## config.mk

```make
export PLATFORM = sky130hd
export DESIGN_NAME = swerm_ctrl
export DESIGN_NICKNAME = d
export VERILOG_FILES = /design/src/hw/rtl/swerm_pkg.sv /design/src/hw/rtl/swerm_ctrl.sv
export SDC_FILE = /design/constraint.sdc
export NUM_CORES = 1
export LEC_CHECK = 0
export BUFFER_PORTS_ARGS = -buffer_cell sky130_fd_sc_hd__buf_2
export CORE_ASPECT_RATIO = 1.1
export CORE_UTILIZATION = 34
export CTS_CLUSTER_DIAMETER = 200
export CTS_CLUSTER_SIZE = 25
export DETAILED_ROUTE_END_ITERATION = 6
export PLACE_DENSITY = 0.56
export RECOVER_POWER = 25
export SLEW_MARGIN = 20
export SYNTH_ARGS = -nofsm -noshare
export SYNTH_HDL_FRONTEND = slang
export SYNTH_SLANG_ARGS = --single-unit
```

## constraint.sdc

```tcl
create_clock -name i_clk -period 1.51 [get_ports i_clk]
set_input_delay 0 -clock i_clk [delete_from_list [all_inputs] [get_ports i_clk]]
set_output_delay 0 -clock i_clk [all_outputs]
set_load 0.005 [all_outputs]
```

## src/hw/rtl/swerm_pkg.sv

```systemverilog
// Shared types, constants and helpers of the sliding-window event rate meter.
package swerm_pkg;

    localparam int HIST_DEPTH = 128;
    localparam int HIST_AW    = $clog2(HIST_DEPTH);
    localparam int STAMP_W    = 32;
    localparam int WIN_W      = 16;
    localparam int NFLAG      = 3;
    localparam int ENTRY_W    = STAMP_W + NFLAG;
    localparam int RATE_W     = 25;
    localparam int SCALE_W    = 18;
    localparam int PROD_W     = HIST_AW + SCALE_W;
    localparam int QUOT_W     = (PROD_W > RATE_W) ? PROD_W : RATE_W;
    localparam int DIV_CW     = $clog2(QUOT_W);

    localparam logic [SCALE_W-1:0] RATE_SCALE   = SCALE_W'(256000);
    localparam logic [RATE_W-1:0]  RATE_MAX     = '1;
    localparam logic [WIN_W-1:0]   WINDOW_RESET = WIN_W'(1000);

    // flag bit positions in a ring entry
    localparam int FLAG_VIRT  = 0;
    localparam int FLAG_DRAWN = 1;
    localparam int FLAG_BLIT  = 2;

    // configuration register indexes
    localparam int CFG_W     = 16;
    localparam int CFG_IDX_W = 1;
    localparam logic [CFG_IDX_W-1:0] CFG_ACTIVE = 1'b0;
    localparam logic [CFG_IDX_W-1:0] CFG_WINDOW = 1'b1;

    // which rate the shared divider works on
    typedef logic [1:0] t_sel;
    localparam t_sel SEL_VIRT  = 2'd0;
    localparam t_sel SEL_DRAWN = 2'd1;
    localparam t_sel SEL_BLIT  = 2'd2;

    typedef struct packed {
        logic accept;
        logic write_entry;
        logic scan_clear;
        logic scan_rd;
        logic span;
        logic div_start;
        logic div_store;
        t_sel div_sel;
        logic out_load;
    } t_cmd;

    typedef struct packed {
        logic out_full;
        logic div_done;
    } t_stat;

    function automatic logic [HIST_AW-1:0] slot_next(input logic [HIST_AW-1:0] s);
        return (s == HIST_AW'(HIST_DEPTH - 1)) ? '0 : s + 1'b1;
    endfunction

endpackage

```

## src/hw/rtl/swerm_ctrl.sv

```systemverilog
// Sequencer: intake, ring scan, three divisions, result hand-off.
module swerm_ctrl import swerm_pkg::*; (
    input  logic  i_clk,
    input  logic  i_rst_n,
    input  logic  i_valid,
    input  logic  i_frame_end,
    input  logic  i_active,
    input  logic  i_out_ready,
    input  t_stat i_stat,
    output logic  o_ready,
    output t_cmd  o_cmd
);

    typedef enum logic [2:0] {
        ST_IDLE,
        ST_SCAN,
        ST_DRAIN,
        ST_SPAN,
        ST_DIV_GO,
        ST_DIV_WAIT,
        ST_OUT
    } t_state;

    t_state             r_state, n_state;
    logic [HIST_AW-1:0] r_cnt, n_cnt;
    t_sel               r_sel, n_sel;

    always_comb begin
        n_state = r_state;
        n_cnt   = r_cnt;
        n_sel   = r_sel;
        o_cmd   = '0;
        o_cmd.div_sel = r_sel;
        unique case (r_state)
            ST_IDLE: begin
                o_cmd.accept = i_valid;
                if (i_valid && i_frame_end) begin
                    o_cmd.write_entry = 1'b1;
                    if (i_active) begin
                        o_cmd.scan_clear = 1'b1;
                        n_cnt   = '0;
                        n_state = ST_SCAN;
                    end
                end
            end
            ST_SCAN: begin
                o_cmd.scan_rd = 1'b1;
                n_cnt = r_cnt + 1'b1;
                if (r_cnt == HIST_AW'(HIST_DEPTH - 1)) begin
                    n_state = ST_DRAIN;
                end
            end
            ST_DRAIN: begin
                n_state = ST_SPAN;
            end
            ST_SPAN: begin
                o_cmd.span = 1'b1;
                n_sel   = SEL_VIRT;
                n_state = ST_DIV_GO;
            end
            ST_DIV_GO: begin
                o_cmd.div_start = 1'b1;
                n_state = ST_DIV_WAIT;
            end
            ST_DIV_WAIT: begin
                if (i_stat.div_done) begin
                    o_cmd.div_store = 1'b1;
                    if (r_sel == SEL_BLIT) begin
                        n_state = ST_OUT;
                    end else begin
                        n_sel   = r_sel + 1'b1;
                        n_state = ST_DIV_GO;
                    end
                end
            end
            ST_OUT: begin
                if (!i_stat.out_full || i_out_ready) begin
                    o_cmd.out_load = 1'b1;
                    n_state = ST_IDLE;
                end
            end
            default: begin
                n_state = ST_IDLE;
            end
        endcase
    end

    always_ff @(posedge i_clk) begin
        if (!i_rst_n) begin
            r_state <= ST_IDLE;
            r_cnt   <= '0;
            r_sel   <= SEL_VIRT;
        end else begin
            r_state <= n_state;
            r_cnt   <= n_cnt;
            r_sel   <= n_sel;
        end
    end

    assign o_ready = (r_state == ST_IDLE);

endmodule

```

==> results of run 1 <==
-- flip-flops by register name, indices dropped and copies added, names as in the netlist --
signal	flops
r_cnt	7
r_state	3
r_sel	2
-- cells by family after synthesis --
family                   after synthesis
AO/OA/AOI/OAI                         29
buffers and inverters                 10
flip-flops                            12
multiplexers                           1
adder cells (fa/ha/maj)                2
AND/OR/NAND/NOR                       45
-- cell type report --
class                   instances  area (um2)  share of cell area
inverters                       5        18.8              0.0196
flip-flops and latches         12         244               0.254
well taps                      28        35.0              0.0365
repair buffers                 24         133               0.138
clock buffers                   4        36.3              0.0378
multi-input cells              77         493               0.514
-- metal layers --
layer  global-route usage  share of wire  routed length (um)  vias up
met3               0.0729          0.036                  66        0
met2                0.297           0.49                 905       12
li1                     -              -                   -      415
met5                    0              0                   0        -
met4               0.0429              0                   0        0
met1                0.222           0.48                 886      372
-- metrics by stage --
stage	instance area, um2	setup slack (ns)
finish	960	0.0880
floorplan	768	0.0784
global placement	917	0.121
detailed placement	917	0.0887
global route	960	0.0201
CTS	953	0.0574
-- worst max-delay path, stage by stage, from the launching register on --
cell and delay (ns):
dfxtp_1 0.37, or2_1 0.32, or4_1 0.52, a21oi_1 0.16
-- cell usage in the layout (no fill, tap or decap), types with 2 or more instances in the layout --
cell type / n
buf_2: 16
nand2_1: 9
dfxtp_1: 9
nand3_1: 8
o21ai_0: 7
a21oi_1: 6
buf_4: 6
inv_1: 5
nand2b_1: 5
nor2_1: 4
and3_1: 3
o211ai_1: 3
o31ai_1: 3
clkbuf_4: 3
dfxtp_2: 3
and2_1: 2
a31oi_1: 2
nor2b_1: 2
or4_1: 2
ha_1: 2
clkbuf_1: 2
-- repair_timing --
action	CTS	global route
hold endpoints to repair	0	0
gates resized for setup	0	6
hold buffers	0	0
buffers inserted	0	0
endpoints found under the setup margin	0	4
-- worst paths after layout --
kind | startpoint | endpoint | slack (ns) | cells after the start
setup / recovery | r_state[1]$_SDFFE_PN0P_ | r_cnt[4]$_SDFFE_PN0P_ | 0.09 | 3
hold / removal | i_rst_n | r_state[0]$_SDFFE_PN0P_ | 0.06 | 2
setup reg to reg | r_state[1]$_SDFFE_PN0P_ | r_cnt[4]$_SDFFE_PN0P_ | 0.09 | 3
hold reg to reg | r_cnt[0]$_SDFFE_PN0P_ | r_cnt[0]$_SDFFE_PN0P_ | 0.46 | 1
-- power breakdown --
part	total, uW	internal [uW]	switching (uW)	leakage (uW)
combinational	492	230	262	0.000255
sequential	425	361	64.3	0.0000984
clock	269	147	122	0.0000210
total	1190	737	449	0.000375
==> metrics.md, run 1 <==
| Metric | Value |
|---|---|
| Post-synth top cells | dfxtp_1, nand2_1, nand3_1 |
| DRC viols | 0 |
| Final Hold Viols | 0 |
| Worst skew pair latency | 0.28 ns |
| Row count | 17 |
| Synthesized flop and latch total | 12 |
| GPL Wtd Cong | ~0.78 |
| Relative slew slack | 0.658 |
| Final min period | 1.42 ns |
| First-pass GRT wire length | 3200 um |
| Synth Area in XOR/XNOR | 0 |
| DP Cell Count | 146 |
| Critical Path AT | 1.64 ns |
| Post-synthesis compound-gate area fraction | 0.254 |
| Ant. Diodes | 0 |
| Post-DR wirelength/cell | 12.4 um |
| Max Root-Sink Buffers | 2 |
| Largest cells by area after synthesis | dfxtp_1, nand3_1, o21ai_0 |
| Largest family of logic cells by synthesized area | simple AND/OR/NAND/NOR gates |
| Vert. Die Dim | 51.9 um |
| Fmax | 0.703 GHz |
| Seq/Total Area, Yosys | 0.313 |
| Fin util | 0.465 |
| Via density | 5.33 |
| # IOs | 19 |
| Crit end category | flip-flop |
| Vias in the first global route | 747 |
| Post-route clock period utilization | 0.942 |
| Initial antenna violation count | 0 |
| Worst-path clk slew | ~0.08 ns |
| Run status | finished, final reports clean |
| Post-Synthesis Net Count | 109 |
| CTS root buf | clkbuf_4 |
| Ys flop type | dfxtp_1 |
| Synth Area in Adders | 0.0326 |
| Core area | 0.00206 mm2 |
| Htree depth | 1 |
| ANT nets after route | 0 |
| Final Non-Filler Cells | 150 |
| Worst-path maximum fanout | 7 |
| Share of cells above drive strength 1 | 0.262 |
| Worst slew pin tran | 0.510 ns |
| Worst setup SP type | flip-flop |
| Dpl hpwl | between 1000 and 1500 um |
| CTS Buf Count | 3 |
| Hold WS | 0.0555 ns |
| Cell Pwr Density | roughly 1200 mW/mm2 |
| Post-Synthesis Mean Instance Area | 7.76 um2 |
| Vias | 799 |
| Skew final | 0.00369 ns |
| Largest net degree at the start of global routing | 14 |
| Overall global routing resource usage | 0.184 |
| Tightest Hold Check Type | input port to flip-flop |
| Power Total | around 1200 uW |
| Post-Syn Area | 768 um2 |
| Area grow syn2layout | 24.9% |
| P_leak | 0.000375 uW |
| Required @ worst endpoint | 1.73 ns |
| 1st-iter DRT viols | 9 |
| # port buffers | 18 |
| Mux cell area share after synthesis | 0.0130 |
| Max-cap violations | 0 |
| Synth warn | 0 |
| Global route overflow | 0 |
| Die area | 0.00245 mm2 |
| Final net count | 133 |
| Fill count | 225 |
| CTS tree | done |
| Clock sink total | 12 |
| Crit path kind | flip-flop to flip-flop |
| Synth Area in Simple Gates | 0.336 |
| Slew Limit Fails | 0 |
| Pre-antenna DRT Iters | 4 |
| Worst IR Drop VDD | 0.000714 V |
| Initial core utilization | 0.372 |
| RSZ-0062 raised after global routing | false |
| Die W | about 47 um |
| Sum Neg Setup Slack | 0 ns |
| EDFF count, synth | 0 |
| Most frequent cell after synthesis | dfxtp_1 |
| Synth Instances | 99 |
| Final setup violating endpoints | 0 |
| Synth area leader | dfxtp_1 |
| Wirelength, routed | 1860 um |
| Fraction of registers with async set/reset | 0 |
| Post-synth top area share | 0.313 |
| Netlist cell types | 38 |
No activity file was read; power rests on OpenSTA's default activity.
==> inputs of run 2 (changes only) <==
--- a/config.mk
+++ b/config.mk
@@ -7,11 +7,11 @@
 export LEC_CHECK = 0
 export BUFFER_PORTS_ARGS = -buffer_cell sky130_fd_sc_hd__buf_2
 export CORE_ASPECT_RATIO = 1.1
-export CORE_UTILIZATION = 34
+export CORE_UTILIZATION = 50
 export CTS_CLUSTER_DIAMETER = 200
 export CTS_CLUSTER_SIZE = 25
 export DETAILED_ROUTE_END_ITERATION = 6
-export PLACE_DENSITY = 0.56
+export PLACE_DENSITY = 0.77
 export RECOVER_POWER = 25
 export SLEW_MARGIN = 20
 export SYNTH_ARGS = -nofsm -noshare
==> constraint.sdc (replaced) <==
create_clock -name i_clk -period 1.8 [get_ports i_clk]
set_input_delay 0 -clock i_clk [delete_from_list [all_inputs] [get_ports i_clk]]
set_output_delay 0 -clock i_clk [all_outputs]
set_load 0.005 [all_outputs]
==> run 2 against run 1 <==
Compared with the run above: non-clock buffer count decreased by 5; sequential power fell by 17%; clock skew up 0.0019 ns; global-route usage rose by 7.3 points.
==> metrics.md, run 2 (same netlist as run 1, synthesis figures left out) <==
| Metric | Value |
|---|---|
| FF-to-FF End | r_cnt[4]$_SDFFE_PN0P_ |
| Final setup violating endpoints | 0 |
| Overall global routing resource usage | 0.257 |
| Vias | 784 |
| Hold EP | r_state[2]$_SDFFE_PN0P_ |
| Fmax | 0.646 GHz |
| Sum Neg Setup Slack | 0 ns |
| Die area | 0.00170 mm2 |
| Design area | 897 um2 |
| Initial antenna violation count | 0 |
| Crit path kind | flip-flop to flip-flop |
| Fill count | approximately 140 |
| CTS root buf | clkbuf_4 |
| Row count | 14 |
| Hold Path Depth | 2 |
| Ant. Diodes | 0 |
| Hold Buf Count CTS | 0 |
| Slew Limit Fails | 0 |
| CTS resizes | 0 |
| Core area | 0.00140 mm2 |
| Final Hold Viols | 0 |
| Largest register FFs | 7 |
| Relative slew slack | 0.650 |
| Worst slew pin tran | approximately 0.52 ns |
| ANT nets after route | 0 |
| Crit end category | flip-flop |
| Worst IR Drop VDD | 0.000796 V |
| Via density | between 5 and 6 |
| Worst-path clk slew | 0.08 ns |
| Clock sink total | 12 |
| Top flop regs | r_cnt (7), r_state (3), r_sel (2) |
| Post-route clock period utilization | 0.860 |
| Critical Path AT | ~1.8 ns |
| Worst setup SP type | flip-flop |
| Hold WS | 0.0594 ns |
| 1st-iter DRT viols | 16 |
| Worst skew pair latency | between 0.2 and 0.3 ns |
| Required @ worst endpoint | 2.02 ns |
| Skew final | 0.00560 ns |
| Share of cells above drive strength 1 | 0.188 |
| CTS Buf Count | 3 |
| Pre-antenna DRT Iters | 4 |
| Max Root-Sink Buffers | 2 |
| P_leak | 0.000340 uW |
| Vias in the first global route | 727 |
| Worst-case reg-to-reg path depth | 3 |
| Largest net degree at the start of global routing | 17 |
| # Post-CTS Setup Buffers | 0 |
| Hold path start | i_rst_n |
| Worst reg2reg startpoint | r_state[1]$_SDFFE_PN0P_ |
| Run status | finished, final reports clean |
| Vert. Die Dim | 43.1 um |
| GPL Wtd Cong | 0.735 |
| Area grow syn2layout | 16.8% |
| Wirelength, routed | 1760 um |
| Most frequent cells in the layout | buf_2, dfxtp_1, nand2_1, nand3_1, o21ai_0 |
| Dpl hpwl | around 1300 um |
| Cell Pwr Density | 1050 mW/mm2 |
| DRC viols | 0 |
| First-pass GRT wire length | 3100 um |
| Max-cap violations | 0 |
| Worst-path maximum fanout | 13 |
| Register with the most flip-flops | r_cnt |
| # IOs | 19 |
| Tightest Hold Check Type | input port to flip-flop |
| Final min period | roughly 1.5 ns |
| CTS tree | done |
| Final net count | 128 |
| Post-DR wirelength/cell | roughly 13 um |
| Die W | ~40 um |
| RSZ-0062 raised after global routing | false |
| Htree depth | 1 |
| # port buffers | 18 |
| Commonest non-fill, non-tap cell in the layout | buf_2 |
| Register-to-register setup slack | ~0.25 ns |
| Global route overflow | 0 |
| Placed Area | 865 um2 |
| Initial core utilization | 0.548 |
-- run 2: changes by cell type in the layout (fill, tap and decap cells not counted), sizes merged --
cell,change
buf,-7
clkbuf,+2
-- run 2: worst max-delay path by stage --
stage | startpoint | to | slack (ns) | cells after the start
after floorplan | r_sel[0]$_SDFFE_PN0P_ | r_sel[1]$_SDFFE_PN0P_ | 0.37 | 5
after global placement | r_sel[0]$_SDFFE_PN0P_ | r_sel[1]$_SDFFE_PN0P_ | 0.32 | 5
after detailed placement | r_sel[0]$_SDFFE_PN0P_ | r_sel[1]$_SDFFE_PN0P_ | 0.30 | 5
after CTS | r_state[0]$_SDFFE_PN0P_ | o_cmd[8] | 0.27 | 5
after global routing | r_sel[0]$_SDFFE_PN0P_ | r_sel[1]$_SDFFE_PN0P_ | 0.11 | 5
final | r_state[1]$_SDFFE_PN0P_ | r_cnt[4]$_SDFFE_PN0P_ | 0.25 | 3
-- run 2: final cells by class --
class	count	area [um2]	area share
well taps	16	20.0	0.0223
multi-input cells	77	488	0.544
clock buffers	4	36.3	0.0404
repair buffers	19	93.8	0.105
flip-flops and latches	12	240	0.268
inverters	5	18.8	0.0209
-- run 2: layer usage --
metal,vias up,global-route usage,part of all wire
met3,4,0.0314,0.025
met4,0,0.124,0.015
met2,14,0.403,0.48
met5,-,0,0
met1,358,0.335,0.48
li1,408,-,-
-- run 2: critical path, stage by stage (launching register included) --
cell     delay [ns]
dfxtp_1        0.42
or2_0          0.37
or4_1          0.53
a21oi_1        0.15
-- run 2: power by group --
| part | total [uW] | switching [uW] | internal (uW) |
|---|---|---|---|
| clock network | 223 | 99.9 | 123 |
| registers | 352 | 53.7 | 298 |
| logic | 363 | 213 | 151 |
| total | 938 | 366 | 572 |
-- run 2: stage by stage --
step	util	instances	setup WS, ns	total power [uW]
4_1_cts	0.643	133	0.270	940
3_3_place_gp	0.617	129	0.320	709
2_1_floorplan	-	99	0.368	604
6_report	0.640	133	0.252	938
3_5_place_dp	0.617	129	0.300	718
5_1_grt	0.640	133	0.114	1010
==> inputs of run 3 (changes only) <==
--- a/config.mk
+++ b/config.mk
@@ -5,13 +5,12 @@
 export SDC_FILE = /design/constraint.sdc
 export NUM_CORES = 1
 export LEC_CHECK = 0
-export BUFFER_PORTS_ARGS = -buffer_cell sky130_fd_sc_hd__buf_2
 export CORE_ASPECT_RATIO = 1.1
 export CORE_UTILIZATION = 50
-export CTS_CLUSTER_DIAMETER = 200
 export CTS_CLUSTER_SIZE = 25
 export DETAILED_ROUTE_END_ITERATION = 6
-export PLACE_DENSITY = 0.77
+export DONT_BUFFER_PORTS = 1
+export PLACE_DENSITY = 0.66
 export RECOVER_POWER = 25
 export SLEW_MARGIN = 20
 export SYNTH_ARGS = -nofsm -noshare
==> run 3 against run 2 <==
Compared with the run above: clock skew shrank 0.0032 ns; wire length shrank 4.9%; clock power shrank 28%; sequential power grew 4%; utilization shrank 5.2 points; worst hold slack lost 0.037 ns; design area shrank 8.1%; register-to-register slack lost 0.02 ns; global-route usage shrank 2.6 points; first-iteration DRC count shrank 50%; total power shrank 10%; critical path depth grew 2; highest routed layer unchanged.
==> metrics.md, run 3 (same netlist as run 1, synthesis figures left out) <==
| Metric | Value |
|---|---|
| Run status | finished, final reports clean |
| CP Buf/Inv Count | 1 |
| Largest net degree at the start of global routing | 14 |
| Clock sink total | 12 |
| Hold path start | i_rst_n |
| # port buffers | 0 |
| Worst setup SP type | flip-flop |
| Crit path kind | flip-flop to flip-flop |
| CTS tree | done |
| Worst skew pair latency | between 0.2 and 0.3 ns |
| Htree depth | 1 |
| Worst-path maximum fanout | 5 |
| Initial antenna violation count | 0 |
| Final net count | 113 |
| Share of cells above drive strength 1 | 0.0693 |
| Vert. Die Dim | 43.1 um |
| Worst path cell trace | inv_1, ha_1, nand2b_1, or4b_1, a31oi_1 |
| Top flop regs | r_cnt (7), r_state (3), r_sel (2) |
| Worst IR Drop VDD | 0.000663 V |
| First-pass GRT wire length | 2790 um |
| Max-cap violations | 0 |
| Crit end category | flip-flop |
| Hold WS | 0.0229 ns |
| Final Hold Viols | 0 |
| Final setup violating endpoints | 0 |
| Ant. Diodes | 0 |
| Core area | 0.00140 mm2 |
| Sum Neg Setup Slack | 0 ns |
| Register with the most flip-flops | r_cnt |
| Die W | 39.4 um |
| Row count | 14 |
| Wirelength, routed | 1680 um |
| CP peak stage delay | approximately 0.48 ns |
| Post-DR wirelength/cell | ~14 um |
| Final min period | 1.57 ns |
| RSZ-0062 raised after global routing | false |
| ANT nets after route | 0 |
| Slowest cell on the critical path | or4b_1 |
| Critical Path AT | around 1.8 ns |
| Overall global routing resource usage | 0.230 |
| Initial core utilization | 0.548 |
| P_leak | roughly 0.00028 uW |
| DRC viols | 0 |
| Global route overflow | 0 |
| Slew Limit Fails | 0 |
| Pre-antenna DRT Iters | 4 |
| # IOs | 19 |
| Commonest non-fill, non-tap cell in the layout | dfxtp_1 |
| Dpl hpwl | 1250 um |
| 1st-iter DRT viols | 8 |
| Max Root-Sink Buffers | 2 |
| Critical Path Start | r_sel[0]$_SDFFE_PN0P_ |
| Vias in the first global route | 668 |
| Worst reg2reg startpoint | r_sel[0]$_SDFFE_PN0P_ |
| Cell Pwr Density | roughly 1000 mW/mm2 |
| Largest register FFs | 7 |
| CTS root buf | clkbuf_4 |
| Most frequent cells in the layout | dfxtp_1, nand2_1, nand3_1, o21ai_0, a21oi_1 |
| GPL Wtd Cong | 0.706 |
| Vias | around 740 |
| Fmax | 0.637 GHz |
| DP Cell Count | 112 |
| Required @ worst endpoint | 1.99 ns |
| CTS Buf Count | 3 |
| Worst-path clk slew | 0.07 ns |
| Post-route clock period utilization | 0.873 |
| Final Non-Filler Cells | 117 |
| # Post-CTS Setup Buffers | 0 |
| Area grow syn2layout | 7.33% |
| Die area | 0.00170 mm2 |
| Relative slew slack | 0.658 |
| CP top delay family | simple AND/OR/NAND/NOR gates |
| Skew final | 0.00242 ns |
| Placement Setup Slack | 0.247 ns |
| Worst setup margin | 0.229 ns |
| Tightest Hold Check Type | input port to flip-flop |
| Worst slew pin tran | around 0.5 ns |
| Via density | 6.30 |
==> run 3: cell count changes in the layout (fill, tap and decap cells not counted), sizes merged <==
cell	before	now
dlygate4sd3	0	2
buf	15	2
clkbuf	8	3
==> run 3: final timing paths <==
| check | to | slack, ns | depth (start not counted) |
|---|---|---|---|
| setup reg to reg | r_sel[1]$_SDFFE_PN0P_ | 0.23 | 5 |
| setup / recovery | r_sel[1]$_SDFFE_PN0P_ | 0.23 | 5 |
| hold / removal | r_cnt[5]$_SDFFE_PN0P_ | 0.02 | 3 |
| hold reg to reg | r_cnt[3]$_SDFFE_PN0P_ | 0.51 | 2 |
==> run 3: worst reg2reg max path: stages, from the launching register on <==
cell      delay [ns]
dfxtp_1         0.41
inv_1           0.07
ha_1            0.21
nand2b_1        0.19
or4b_1          0.48
a31oi_1         0.14
==> run 3: what timing repair did <==
action	in CTS	in global routing
gates resized for setup	0	0
hold endpoints to repair	12	0
hold buffers	2	0
==> run 3: cell type report <==
| cell class | count | area [um2] |
|---|---|---|
| Timing Repair Buffer | 4 | 35.0 |
| Tap cell | 16 | 20.0 |
| Inverter | 5 | 18.8 |
| Sequential cell | 12 | 240 |
| Clock buffer | 3 | 22.5 |
| Fill cell | 161 | 577 |
| Multi-Input combinational cell | 77 | 488 |
==> run 3: per-stage QoR <==
step | area (um2) | utilization | power [uW]
floorplan | 768 | - | 604
CTS | 825 | 0.588 | 842
global placement | 782 | 0.558 | 674
finish | 825 | 0.588 | 841
detailed placement | 782 | 0.558 | 677
global route | 825 | 0.588 | 905
==> run 3: metal layers <==
metal	up-vias	track usage	share of wire
met5	-	0	0
met1	347	0.286	0.45
met4	0	0.0828	0.0084
met2	10	0.380	0.51
met3	2	0.0471	0.031
li1	378	-	-
==> run 3: power breakdown <==
group | internal (uW) | switching (uW)
logic | 128 | 187
clock network | 77.2 | 82.7
registers | 298 | 68.6
total | 504 | 338
